==> src/design/irpwfe_pkg.sv <==
// Shared types and constants of the pulse-width IR frame encoder.
package irpwfe_pkg;

    localparam int unsigned TickWidth  = 8;
    localparam int unsigned CmdWidth   = 24;
    localparam int unsigned ShiftWidth = 20;
    localparam int unsigned CountWidth = 5;
    localparam int unsigned CfgIdxWidth = 3;

    // Input opcodes
    localparam logic [1:0] OP_TICK   = 2'd0;
    localparam logic [1:0] OP_SEND   = 2'd1;
    localparam logic [1:0] OP_REPEAT = 2'd2;
    localparam logic [1:0] OP_STOP   = 2'd3;

    // Configuration register indexes
    localparam logic [CfgIdxWidth-1:0] CFG_HEADER_MARK = 3'd0;
    localparam logic [CfgIdxWidth-1:0] CFG_ONE_MARK    = 3'd1;
    localparam logic [CfgIdxWidth-1:0] CFG_ZERO_MARK   = 3'd2;
    localparam logic [CfgIdxWidth-1:0] CFG_SPACE       = 3'd3;
    localparam logic [CfgIdxWidth-1:0] CFG_GAP_COUNT   = 3'd4;

    // Configuration reset values
    localparam logic [TickWidth-1:0] HEADER_MARK_RST = 8'd96;
    localparam logic [TickWidth-1:0] ONE_MARK_RST    = 8'd48;
    localparam logic [TickWidth-1:0] ZERO_MARK_RST   = 8'd24;
    localparam logic [TickWidth-1:0] SPACE_RST       = 8'd24;
    localparam logic [TickWidth-1:0] GAP_COUNT_RST   = 8'd45;

    // Frame lengths in bits
    localparam logic [CountWidth-1:0] BITS_LONG  = 5'd20;
    localparam logic [CountWidth-1:0] BITS_MID   = 5'd15;
    localparam logic [CountWidth-1:0] BITS_SHORT = 5'd12;

    typedef enum logic [2:0] {
        PH_IDLE      = 3'd0,
        PH_HDR_MARK  = 3'd1,
        PH_HDR_SPACE = 3'd2,
        PH_BIT_MARK  = 3'd3,
        PH_BIT_SPACE = 3'd4,
        PH_GAP       = 3'd5
    } phase_t;

    typedef struct packed {
        logic [TickWidth-1:0] header_mark;
        logic [TickWidth-1:0] one_mark;
        logic [TickWidth-1:0] zero_mark;
        logic [TickWidth-1:0] space;
        logic [TickWidth-1:0] gap_count;
    } cfg_t;

    typedef struct packed {
        logic                 carrier_on;
        logic [TickWidth-1:0] segment_ticks;
        logic                 segment_valid;
        logic                 frame_started;
        logic                 busy_res;
    } result_t;

endpackage

==> src/design/ir_pulse_width_frame_encoder_unit.sv <==
// A word taken into the input register moves on to the result register when that register frees up.
// Throughput: one word per cycle unless the result register stalls; one frame-state pass per word.
// A stalled result register holds its word and backs up the input register, then in_ready.
// Reset (rst_n low, asynchronous): both stages empty, frame idle, stored command zero,
// bit counts twelve, timing registers at their power-on values.
module ir_pulse_width_frame_encoder_unit
    import irpwfe_pkg::*;
(
    input  logic                   clk,
    input  logic                   rst_n,
    // input words
    input  logic                   in_valid,
    output logic                   in_ready,
    input  logic [1:0]             opcode,
    input  logic [CmdWidth-1:0]    command_word,
    // result words
    output logic                   out_valid,
    input  logic                   out_ready,
    output logic                   carrier_on,
    output logic [TickWidth-1:0]   segment_ticks,
    output logic                   segment_valid,
    output logic                   frame_started,
    output logic                   busy_res,
    // configuration writes
    input  logic                   cfg_valid,
    output logic                   cfg_ready,
    input  logic [CfgIdxWidth-1:0] cfg_index,
    input  logic [TickWidth-1:0]   cfg_data
);

    // Input register stage
    logic                in_valid_reg,  in_valid_next;
    logic [1:0]          opcode_reg;
    logic [CmdWidth-1:0] command_reg;

    // Result register stage
    logic                out_valid_reg, out_valid_next;
    result_t             result_reg;

    result_t             core_result;
    cfg_t                cfg;
    logic                advance;
    logic                in_take;

    // Timing registers take a write on every cycle
    assign cfg_ready = 1'b1;

    irpwfe_cfg_regs u_cfg_regs (
        .clk      (clk),
        .rst_n    (rst_n),
        .wr_en    (cfg_valid && cfg_ready),
        .wr_index (cfg_index),
        .wr_data  (cfg_data),
        .cfg      (cfg)
    );

    // Advance the input word into the result register when that register frees up;
    // the frame state commits on the same edge.
    assign advance  = in_valid_reg && (!out_valid_reg || out_ready);
    assign in_ready = !in_valid_reg || advance;
    assign in_take  = in_valid && in_ready;

    irpwfe_core u_core (
        .clk          (clk),
        .rst_n        (rst_n),
        .step         (advance),
        .opcode       (opcode_reg),
        .command_word (command_reg),
        .cfg          (cfg),
        .result       (core_result)
    );

    always_comb
    begin
        in_valid_next = in_take ? 1'b1 : (advance ? 1'b0 : in_valid_reg);
    end

    always_comb
    begin
        out_valid_next = advance ? 1'b1 : (out_ready ? 1'b0 : out_valid_reg);
    end

    always_ff @(posedge clk or negedge rst_n)
    begin
        if (!rst_n)
        begin
            in_valid_reg  <= 1'b0;
            out_valid_reg <= 1'b0;
        end
        else
        begin
            in_valid_reg  <= in_valid_next;
            out_valid_reg <= out_valid_next;
        end
    end

    // Payload registers: the input payload loads on a take, the result on an advance; both hold otherwise
    always_ff @(posedge clk)
    begin
        if (in_take)
        begin
            opcode_reg  <= opcode;
            command_reg <= command_word;
        end
        if (advance)
        begin
            result_reg <= core_result;
        end
    end

    assign out_valid     = out_valid_reg;
    assign carrier_on    = result_reg.carrier_on;
    assign segment_ticks = result_reg.segment_ticks;
    assign segment_valid = result_reg.segment_valid;
    assign frame_started = result_reg.frame_started;
    assign busy_res      = result_reg.busy_res;

endmodule

==> src/design/irpwfe_cfg_regs.sv <==
// Configuration register file of the frame encoder.
module irpwfe_cfg_regs
    import irpwfe_pkg::*;
(
    input  logic                   clk,
    input  logic                   rst_n,
    input  logic                   wr_en,
    input  logic [CfgIdxWidth-1:0] wr_index,
    input  logic [TickWidth-1:0]   wr_data,
    output cfg_t                   cfg
);

    cfg_t cfg_reg;
    cfg_t cfg_next;

    always_comb
    begin
        cfg_next = cfg_reg;
        if (wr_en)
        begin
            unique case (wr_index)
                CFG_HEADER_MARK: cfg_next.header_mark = wr_data;
                CFG_ONE_MARK:    cfg_next.one_mark    = wr_data;
                CFG_ZERO_MARK:   cfg_next.zero_mark   = wr_data;
                CFG_SPACE:       cfg_next.space       = wr_data;
                CFG_GAP_COUNT:   cfg_next.gap_count   = wr_data;
                default:         cfg_next = cfg_reg;  // drop writes past the map
            endcase
        end
    end

    always_ff @(posedge clk or negedge rst_n)
    begin
        if (!rst_n)
        begin
            cfg_reg.header_mark <= HEADER_MARK_RST;
            cfg_reg.one_mark    <= ONE_MARK_RST;
            cfg_reg.zero_mark   <= ZERO_MARK_RST;
            cfg_reg.space       <= SPACE_RST;
            cfg_reg.gap_count   <= GAP_COUNT_RST;
        end
        else
        begin
            cfg_reg <= cfg_next;
        end
    end

    assign cfg = cfg_reg;

endmodule

==> src/design/irpwfe_core.sv <==
// Frame sequencer: segment state machine, command store and result logic.
module irpwfe_core
    import irpwfe_pkg::*;
(
    input  logic                clk,
    input  logic                rst_n,
    input  logic                step,
    input  logic [1:0]          opcode,
    input  logic [CmdWidth-1:0] command_word,
    input  cfg_t                cfg,
    output result_t             result
);

    phase_t                  phase_reg,        phase_next;
    logic [ShiftWidth-1:0]   shift_word_reg,   shift_word_next;
    logic [CountWidth-1:0]   bits_sent_reg,    bits_sent_next;
    logic [CountWidth-1:0]   frame_bits_reg,   frame_bits_next;
    logic [TickWidth-1:0]    gap_counter_reg,  gap_counter_next;
    logic [CmdWidth-1:0]     stored_cmd_reg,   stored_cmd_next;
    logic [CountWidth-1:0]   stored_bits_reg,  stored_bits_next;

    logic [CountWidth-1:0]   send_bits;
    logic [CountWidth-1:0]   bits_inc;
    logic [TickWidth-1:0]    gap_inc;
    logic                    start_ok;

    // Bit count chosen by a send word
    always_comb
    begin
        if (command_word[23])
            send_bits = BITS_LONG;
        else if (command_word[15])
            send_bits = BITS_MID;
        else
            send_bits = BITS_SHORT;
    end

    assign bits_inc = bits_sent_reg + 5'd1;
    assign gap_inc  = (gap_counter_reg != 8'hFF) ? gap_counter_reg + 8'd1 : gap_counter_reg;

    // A frame starts only from idle, with a nonzero command after this word's store
    always_comb
    begin
        case (opcode)
            OP_SEND:   start_ok = (phase_reg == PH_IDLE) && (command_word != '0);
            OP_REPEAT: start_ok = (phase_reg == PH_IDLE) && (stored_cmd_reg != '0);
            default:   start_ok = 1'b0;
        endcase
    end

    // Next state
    always_comb
    begin
        phase_next       = phase_reg;
        shift_word_next  = shift_word_reg;
        bits_sent_next   = bits_sent_reg;
        frame_bits_next  = frame_bits_reg;
        gap_counter_next = gap_counter_reg;
        stored_cmd_next  = stored_cmd_reg;
        stored_bits_next = stored_bits_reg;
        if (step)
        begin
            if (opcode == OP_TICK)
            begin
                unique case (phase_reg)
                    PH_HDR_MARK:  phase_next = PH_HDR_SPACE;
                    PH_HDR_SPACE: phase_next = PH_BIT_MARK;
                    PH_BIT_MARK:
                    begin
                        shift_word_next = {1'b0, shift_word_reg[ShiftWidth-1:1]};
                        phase_next      = PH_BIT_SPACE;
                    end
                    PH_BIT_SPACE:
                    begin
                        bits_sent_next = bits_inc;
                        phase_next     = (bits_inc == frame_bits_reg) ? PH_GAP : PH_BIT_MARK;
                    end
                    PH_GAP:
                    begin
                        if (gap_inc >= cfg.gap_count)
                        begin
                            bits_sent_next   = '0;
                            gap_counter_next = '0;
                            phase_next       = PH_IDLE;
                        end
                        else
                        begin
                            gap_counter_next = gap_inc;
                        end
                    end
                    default: phase_next = PH_IDLE;
                endcase
            end
            else if (opcode == OP_STOP)
            begin
                stored_cmd_next = '0;
            end
            else
            begin
                if (opcode == OP_SEND)
                begin
                    stored_cmd_next  = command_word;
                    stored_bits_next = send_bits;
                end
                if (start_ok)
                begin
                    shift_word_next  = stored_cmd_next[ShiftWidth-1:0];
                    frame_bits_next  = stored_bits_next;
                    bits_sent_next   = '0;
                    gap_counter_next = '0;
                    phase_next       = PH_HDR_MARK;
                end
            end
        end
    end

    // Result word
    always_comb
    begin
        result = '0;
        if (opcode == OP_TICK)
        begin
            unique case (phase_reg)
                PH_HDR_MARK:
                begin
                    result.carrier_on    = 1'b1;
                    result.segment_ticks = cfg.header_mark;
                    result.segment_valid = 1'b1;
                end
                PH_BIT_MARK:
                begin
                    result.carrier_on    = 1'b1;
                    result.segment_ticks = shift_word_reg[0] ? cfg.one_mark : cfg.zero_mark;
                    result.segment_valid = 1'b1;
                end
                PH_HDR_SPACE, PH_BIT_SPACE, PH_GAP:
                begin
                    result.segment_ticks = cfg.space;
                    result.segment_valid = 1'b1;
                end
                default: result.segment_valid = 1'b0;
            endcase
        end
        result.frame_started = start_ok;
        result.busy_res      = (phase_next != PH_IDLE);
    end

    always_ff @(posedge clk or negedge rst_n)
    begin
        if (!rst_n)
        begin
            phase_reg       <= PH_IDLE;
            shift_word_reg  <= '0;
            bits_sent_reg   <= '0;
            frame_bits_reg  <= BITS_SHORT;
            gap_counter_reg <= '0;
            stored_cmd_reg  <= '0;
            stored_bits_reg <= BITS_SHORT;
        end
        else
        begin
            phase_reg       <= phase_next;
            shift_word_reg  <= shift_word_next;
            bits_sent_reg   <= bits_sent_next;
            frame_bits_reg  <= frame_bits_next;
            gap_counter_reg <= gap_counter_next;
            stored_cmd_reg  <= stored_cmd_next;
            stored_bits_reg <= stored_bits_next;
        end
    end

endmodule

==> config.mk <==
export PLATFORM = sky130hd
export DESIGN_NAME = ir_pulse_width_frame_encoder_unit
export DESIGN_NICKNAME = d
export VERILOG_FILES = /design/src/design/irpwfe_pkg.sv /design/src/design/ir_pulse_width_frame_encoder_unit.sv /design/src/design/irpwfe_cfg_regs.sv /design/src/design/irpwfe_core.sv
export SDC_FILE = /design/constraint.sdc
export NUM_CORES = 1
export LEC_CHECK = 0
export BUFFER_PORTS_ARGS = -buffer_cell sky130_fd_sc_hd__buf_2
export CAP_MARGIN = 25
export CELL_PAD_IN_SITES_DETAIL_PLACEMENT = 1
export CELL_PAD_IN_SITES_GLOBAL_PLACEMENT = 2
export CORE_MARGIN = 2
export CORE_UTILIZATION = 45
export CTS_BUF_LIST = sky130_fd_sc_hd__clkbuf_8
export CTS_CLUSTER_SIZE = 14
export DETAILED_ROUTE_END_ITERATION = 6
export GPL_TIMING_DRIVEN = 0
export PLACE_DENSITY = 0.89
export SYNTH_ARGS = -nofsm -noshare
export SYNTH_HDL_FRONTEND = slang
export SYNTH_SLANG_ARGS = --single-unit
==> constraint.sdc <==
create_clock -name clk -period 5.8 [get_ports clk]
set_input_delay 0.29 -clock clk [delete_from_list [all_inputs] [get_ports clk]]
set_output_delay 0.29 -clock clk [all_outputs]
set_load 0.05 [all_outputs]
# Yosys cells after proc, flatten, opt, wreduce, memory -nomap -nowiden
# Index checks and enable logic that the tools add are counted.
# totals
wordCells,115
output_inout_bits,15
register_bits,150
# classes
mux,36
bitwise,2
reduce_logical,33
n_eq_ne,19
n_addsub,2
n_lt_le_gt_ge,1
# ops
operator,count
$mux W20,4
$mux W8,7
$mux W24,2
$reduce_bool A24 Y1,2
$mux W5,6
$pmux W8 S3,1
$mux W3,6
$pmux W3 S5,1
$eq A3 B2 Y1 const B,4
$reduce_and A2 Y1,6
$reduce_and A4 Y1,3
$pmux W5 S2,1
$eq A3 B3 Y1 const B,3
$add A8 B1 Y8 const B,1
$ge A8 B8 Y1,1
$ne A8 B8 Y1 const B,1
$reduce_bool A2 Y1,4
$eq A3 B1 Y1 const B,2
$logic_not A3 Y1,2
$mux W1,6
$ne A3 B3 Y1 const B,2
$reduce_and A3 Y1,2
$add A5 B1 Y5 const B,1
$eq A5 B5 Y1,1
16 further kinds,24

# Logic depth before layout (Yosys ltp)
# logic_depth
ltp_word,8
depth_mapped,14
mapped_depth_nobuf,14

# Cells and area by module
# A second synthesis with hierarchy kept.
# unflattened
cells_unflattened,659
hier_area_um2,7268.2
# by_module_without_submodules
mod,cells_per_inst,n_inst,seq_area_each_um2,area_each_um2
irpwfe_core,523,1,1756.7,4468.0
irpwfe_cfg_regs,88,1,1016.0,1544.0
ir_pulse_width_frame_encoder_unit,48,1,1191.1,1256.2

# Worst setup path after synthesis
# Ideal clock, no wire load.
# synth_path
path_kind,flip-flop to flip-flop
startpoint,register u_core.gap_counter_reg[0]
endpoint,"register result_reg (netlist bit busy_res), data pin"
arrival_ps,3033
path_buffers,0
required_time_ps,5528
setup_ps,272
setup_slack_ps,2495
path_stages_with_launch,15
path_cell_list,dfrtp_1 ha_1 nand3_1 nor2_1 nand3_1 nand4_1 xor2_1 inv_1 ha_1 o21a_1 a21oi_1 a211oi_1 nor3_1 o31a_1 or4_1
# synth_lines
item,line,source
"start, declared",irpwfe_core.sv:18,"logic [TickWidth-1:0] gap_counter_reg, gap_counter_next;"
"start signal, assigned",irpwfe_core.sv:166,gap_counter_reg <= gap_counter_next;
"end signal, assigned",ir_pulse_width_frame_encoder_unit.sv:107,result_reg <= core_result;
"end, declared",ir_pulse_width_frame_encoder_unit.sv:38,result_t result_reg;

==> metrics.md <==
| Metric | Value |
|---|---|
| Status | `finished, final reports clean` |
| Post-DP HPWL | `13.0 mm` |
| Max FFs per register | `40` |
| # rows | `46` |
| Mapped Nets | `717` |
| Final Skew | `0.00916 ns` |
| HP Class | `input pin to flip-flop` |
| DRT antenna net count | `0` |
| Final WL | `18.6 mm` |
| DR DRC count | `0` |
| Critical path class | `flip-flop to flip-flop` |
| Cell count after synthesis | `660` |
| Final worst path period need | `3.90 ns` |
| Final period utilization | `67.3%` |
| Setup ws final | `1.90 ns` |
| Share of cells above drive strength 1 | `21.9%` |
| Primary FF master, synth | `dfrtp_1` |
| Commonest cells after routing, fill and taps aside | `96 x dfrtp_1, 86 x nand2_1, 62 x o21ai_0` |
| Slew HR | `43.1%` |
| CTS Buffer Depth | `2` |
| Fin. max-slew vios | `0` |
| Via count | `5500` |
| Finished Core Util | `53.6%` |
| RR Startpoint | `u_core.gap_counter_reg[1]$_DFFE_PN0P_` |
| CTS Buf Count | `17` |
| Hold Crit Endpoint | `in_valid_reg$_DFFE_PN0P_` |
| Initial core utilization | `45.7%` |
| # Max-Cap Violations | `0` |
| H-Tree Depth | `4` |
| Clock net sink count | `150` |
| Port bufs | `53` |
| Final number of setup-violating endpoints | `0` |
| Synth top area share | `33.5%` |
| Top cells by area, synth | `dfrtp_1 33%, edfxtp_1 16%, mux2_2 8.2%, dfstp_2 5.9%, nand2_1 4.5%` |
| Synth cell types | `61` |
| Peak Freq | `0.256 GHz` |
| RR Endpoint | `busy_res$_DFFE_PP_` |
| DIE AREA | `17000 um2` |
| Overall routing resource usage | `23.5%` |
| Most common cell after layout, fill and taps aside | `dfrtp_1` |
| Arrival time at the worst endpoint | `4.09 ns` |
| Root buf cell | `clkbuf_8` |
| Gpl congestion | `0.797` |
| Pre-antenna DRT Iters | `5` |
| Type of element capturing the critical path | `flip-flop` |
| Initial antenna violation count | `0` |
| Pwr Density | `406 nW/um2` |
| Critical Path Fanout Max | `6` |
| Gr ovfl total | `0` |
| First-pass GRT wire length | `30.7 mm` |
| CTS tree | `done` |
| Startpoint types | `flip-flop` |
| Post-Syn Area | `7180 um2` |
| Sequential cell area fraction in the yosys report | `55.2%` |
| NumNets Final | `819` |
| Cell Area, Placed | `7780 um2` |
| Area of the core | `15700 um2` |
| DP Worst Slack | `1.90 ns` |
| Final setup TNS | `0 ns` |
| Design area | `8420 um2` |
| IR Drop Worst-Case VDD | `0.181 mV` |
| RSZ-0062 raised after global routing | `no` |
| HP Start | `in_valid` |
| Largest net degree at the start of global routing | `65` |
| Clk Latency, worst-skew pair | `0.46 ns` |
| DR vias/cell | `5.55` |
| Routed length per placed instance | `18.7 um` |
| P&R area growth vs syn | `17.3%` |
| Final Hold Vio Count | `0` |
| Power Total | `3.42 mW` |
| Post_cts resized | `0` |
| Static Leak | `3.51 nW` |
| Number of synthesized flops with an enable pin | `38` |
| Hold Crit Depth | `2` |
| Postcts setup bufs | `0` |
| # IOs | `57` |
| Ant. Diodes | `0` |
| Initial DRC count | `190` |
| FF+latch count, synth | `150` |
| Reg clk slew, reported paths | `0.08 ns` |
| Worst path required time | `5.99 ns` |
| Post-Syn Area per Cell | `10.9 um2` |
| Number of global-route vias before repair | `6042` |
| Synthesis warning total | `0` |
| Post-synth top area cell | `dfrtp_1` |
| Die height | `130 um` |
| Worst-case reg-to-reg path depth | `14` |
| Worst Tran Pin Value | `0.850 ns` |
| Asr flop ratio synth | `74.7%` |
| Worst R2R Setup Slack | `1.90 ns` |
| Chip Width | `130 um` |
[kinds of logic (layout without fill, tap and decap cells)]
group           count (synthesis)  count (layout)  synth area share (%)
flops                         150             150                  55.2
other cells                     1               1                0.0522
buf+inv                        49             164                  2.98
simple gates                  218             218                  14.8
compound gates                156             156                  13.1
mux                            64              64                  10.4
fa+ha+maj                      15              15                  2.61
xor+xnor                        7               7                 0.854
[metrics by stage]
stage,instances,hold slack (ns)
floorplan,660,-0.00559
global placement,929,0.458
detailed placement,932,0.268
CTS,991,0.0218
global route,991,0.0305
finish,991,0.0391
[per-layer routing]
layer | global-route usage, % | part of all wire [%] | routed length (um) | vias up
met4 | 5.69 | 0.86 | 159 | 0
met1 | 28.8 | 44 | 8110 | 2806
li1 | - | - | - | 2582
met5 | 0 | 0 | 0 | -
met2 | 42.4 | 52 | 9690 | 99
met3 | 5.13 | 3.3 | 605 | 13
[worst max-delay path by stage]
stage                                                startpoint                  to  slack (ns)  cells past startpoint
after global routing      u_core.gap_counter_reg[0]$_DFFE_PN0P_  busy_res$_DFFE_PP_        1.54                     14
final                     u_core.gap_counter_reg[1]$_DFFE_PN0P_  busy_res$_DFFE_PP_        1.90                     14
after floorplan           u_core.gap_counter_reg[0]$_DFFE_PN0P_  busy_res$_DFFE_PP_        2.50                     14
after global placement    u_core.gap_counter_reg[1]$_DFFE_PN0P_  busy_res$_DFFE_PP_        2.03                     14
after CTS                 u_core.gap_counter_reg[0]$_DFFE_PN0P_  busy_res$_DFFE_PP_        1.88                     14
after detailed placement  u_core.gap_counter_reg[0]$_DFFE_PN0P_  busy_res$_DFFE_PP_        1.90                     14
[critical path, cell delays in order, from the launching register on]
cell and delay [ns]:
dfrtp_1 0.42, ha_1 0.21, nand3_1 0.14, nor2_1 0.28, nand3_1 0.25, nand4_1 0.17, xor2_1 0.22, inv_1 0.07
ha_1 0.27, o21a_1 0.10, a21oi_1 0.07, a211oi_1 0.46, nor3_1 0.11, o31a_1 0.34, or4_1 0.52
[cell type report]
class	count	area [um2]
repair buffers	83	602
well taps	216	270
inverters	18	67.6
multi-input cells	461	3000
plain buffers	31	146
clock buffers	18	248
fillers	1722	7290
clock inverters	14	125
flip-flops and latches	150	3960
[report_power, final]
part | internal (mW) | switching (mW)
Clock | 0.383 | 0.395
Combinational | 0.470 | 0.598
Sequential | 1.38 | 0.190
Total | 2.24 | 1.18
[Yosys cell counts (3+ instances only)]
cell / instances
a21o_1: 3
a21oi_1: 48
a222oi_1: 8
a22oi_1: 4
a31oi_1: 3
and3_1: 3
buf_1: 3
buf_2: 3
buf_6: 3
clkbuf_1: 21
dfrtp_1: 96
dfstp_2: 16
edfxtp_1: 38
ha_1: 15
inv_1: 17
mux2_1: 3
mux2_2: 52
mux2_4: 7
nand2_1: 86
nand2b_1: 5
nand3_1: 20
nand4_1: 4
nor2_1: 35
nor2b_1: 24
nor3_1: 7
nor3b_1: 3
nor4_1: 12
o211ai_1: 3
o21ai_0: 62
o31ai_1: 4
or3_1: 5
xnor2_1: 4
xor2_1: 3
[what timing repair did]
item,4_1_cts,5_1_grt
hold buffers,27,0
endpoints found under the setup margin,0,0
hold endpoints to repair,65,0
No activity file was read; power rests on OpenSTA's default activity.
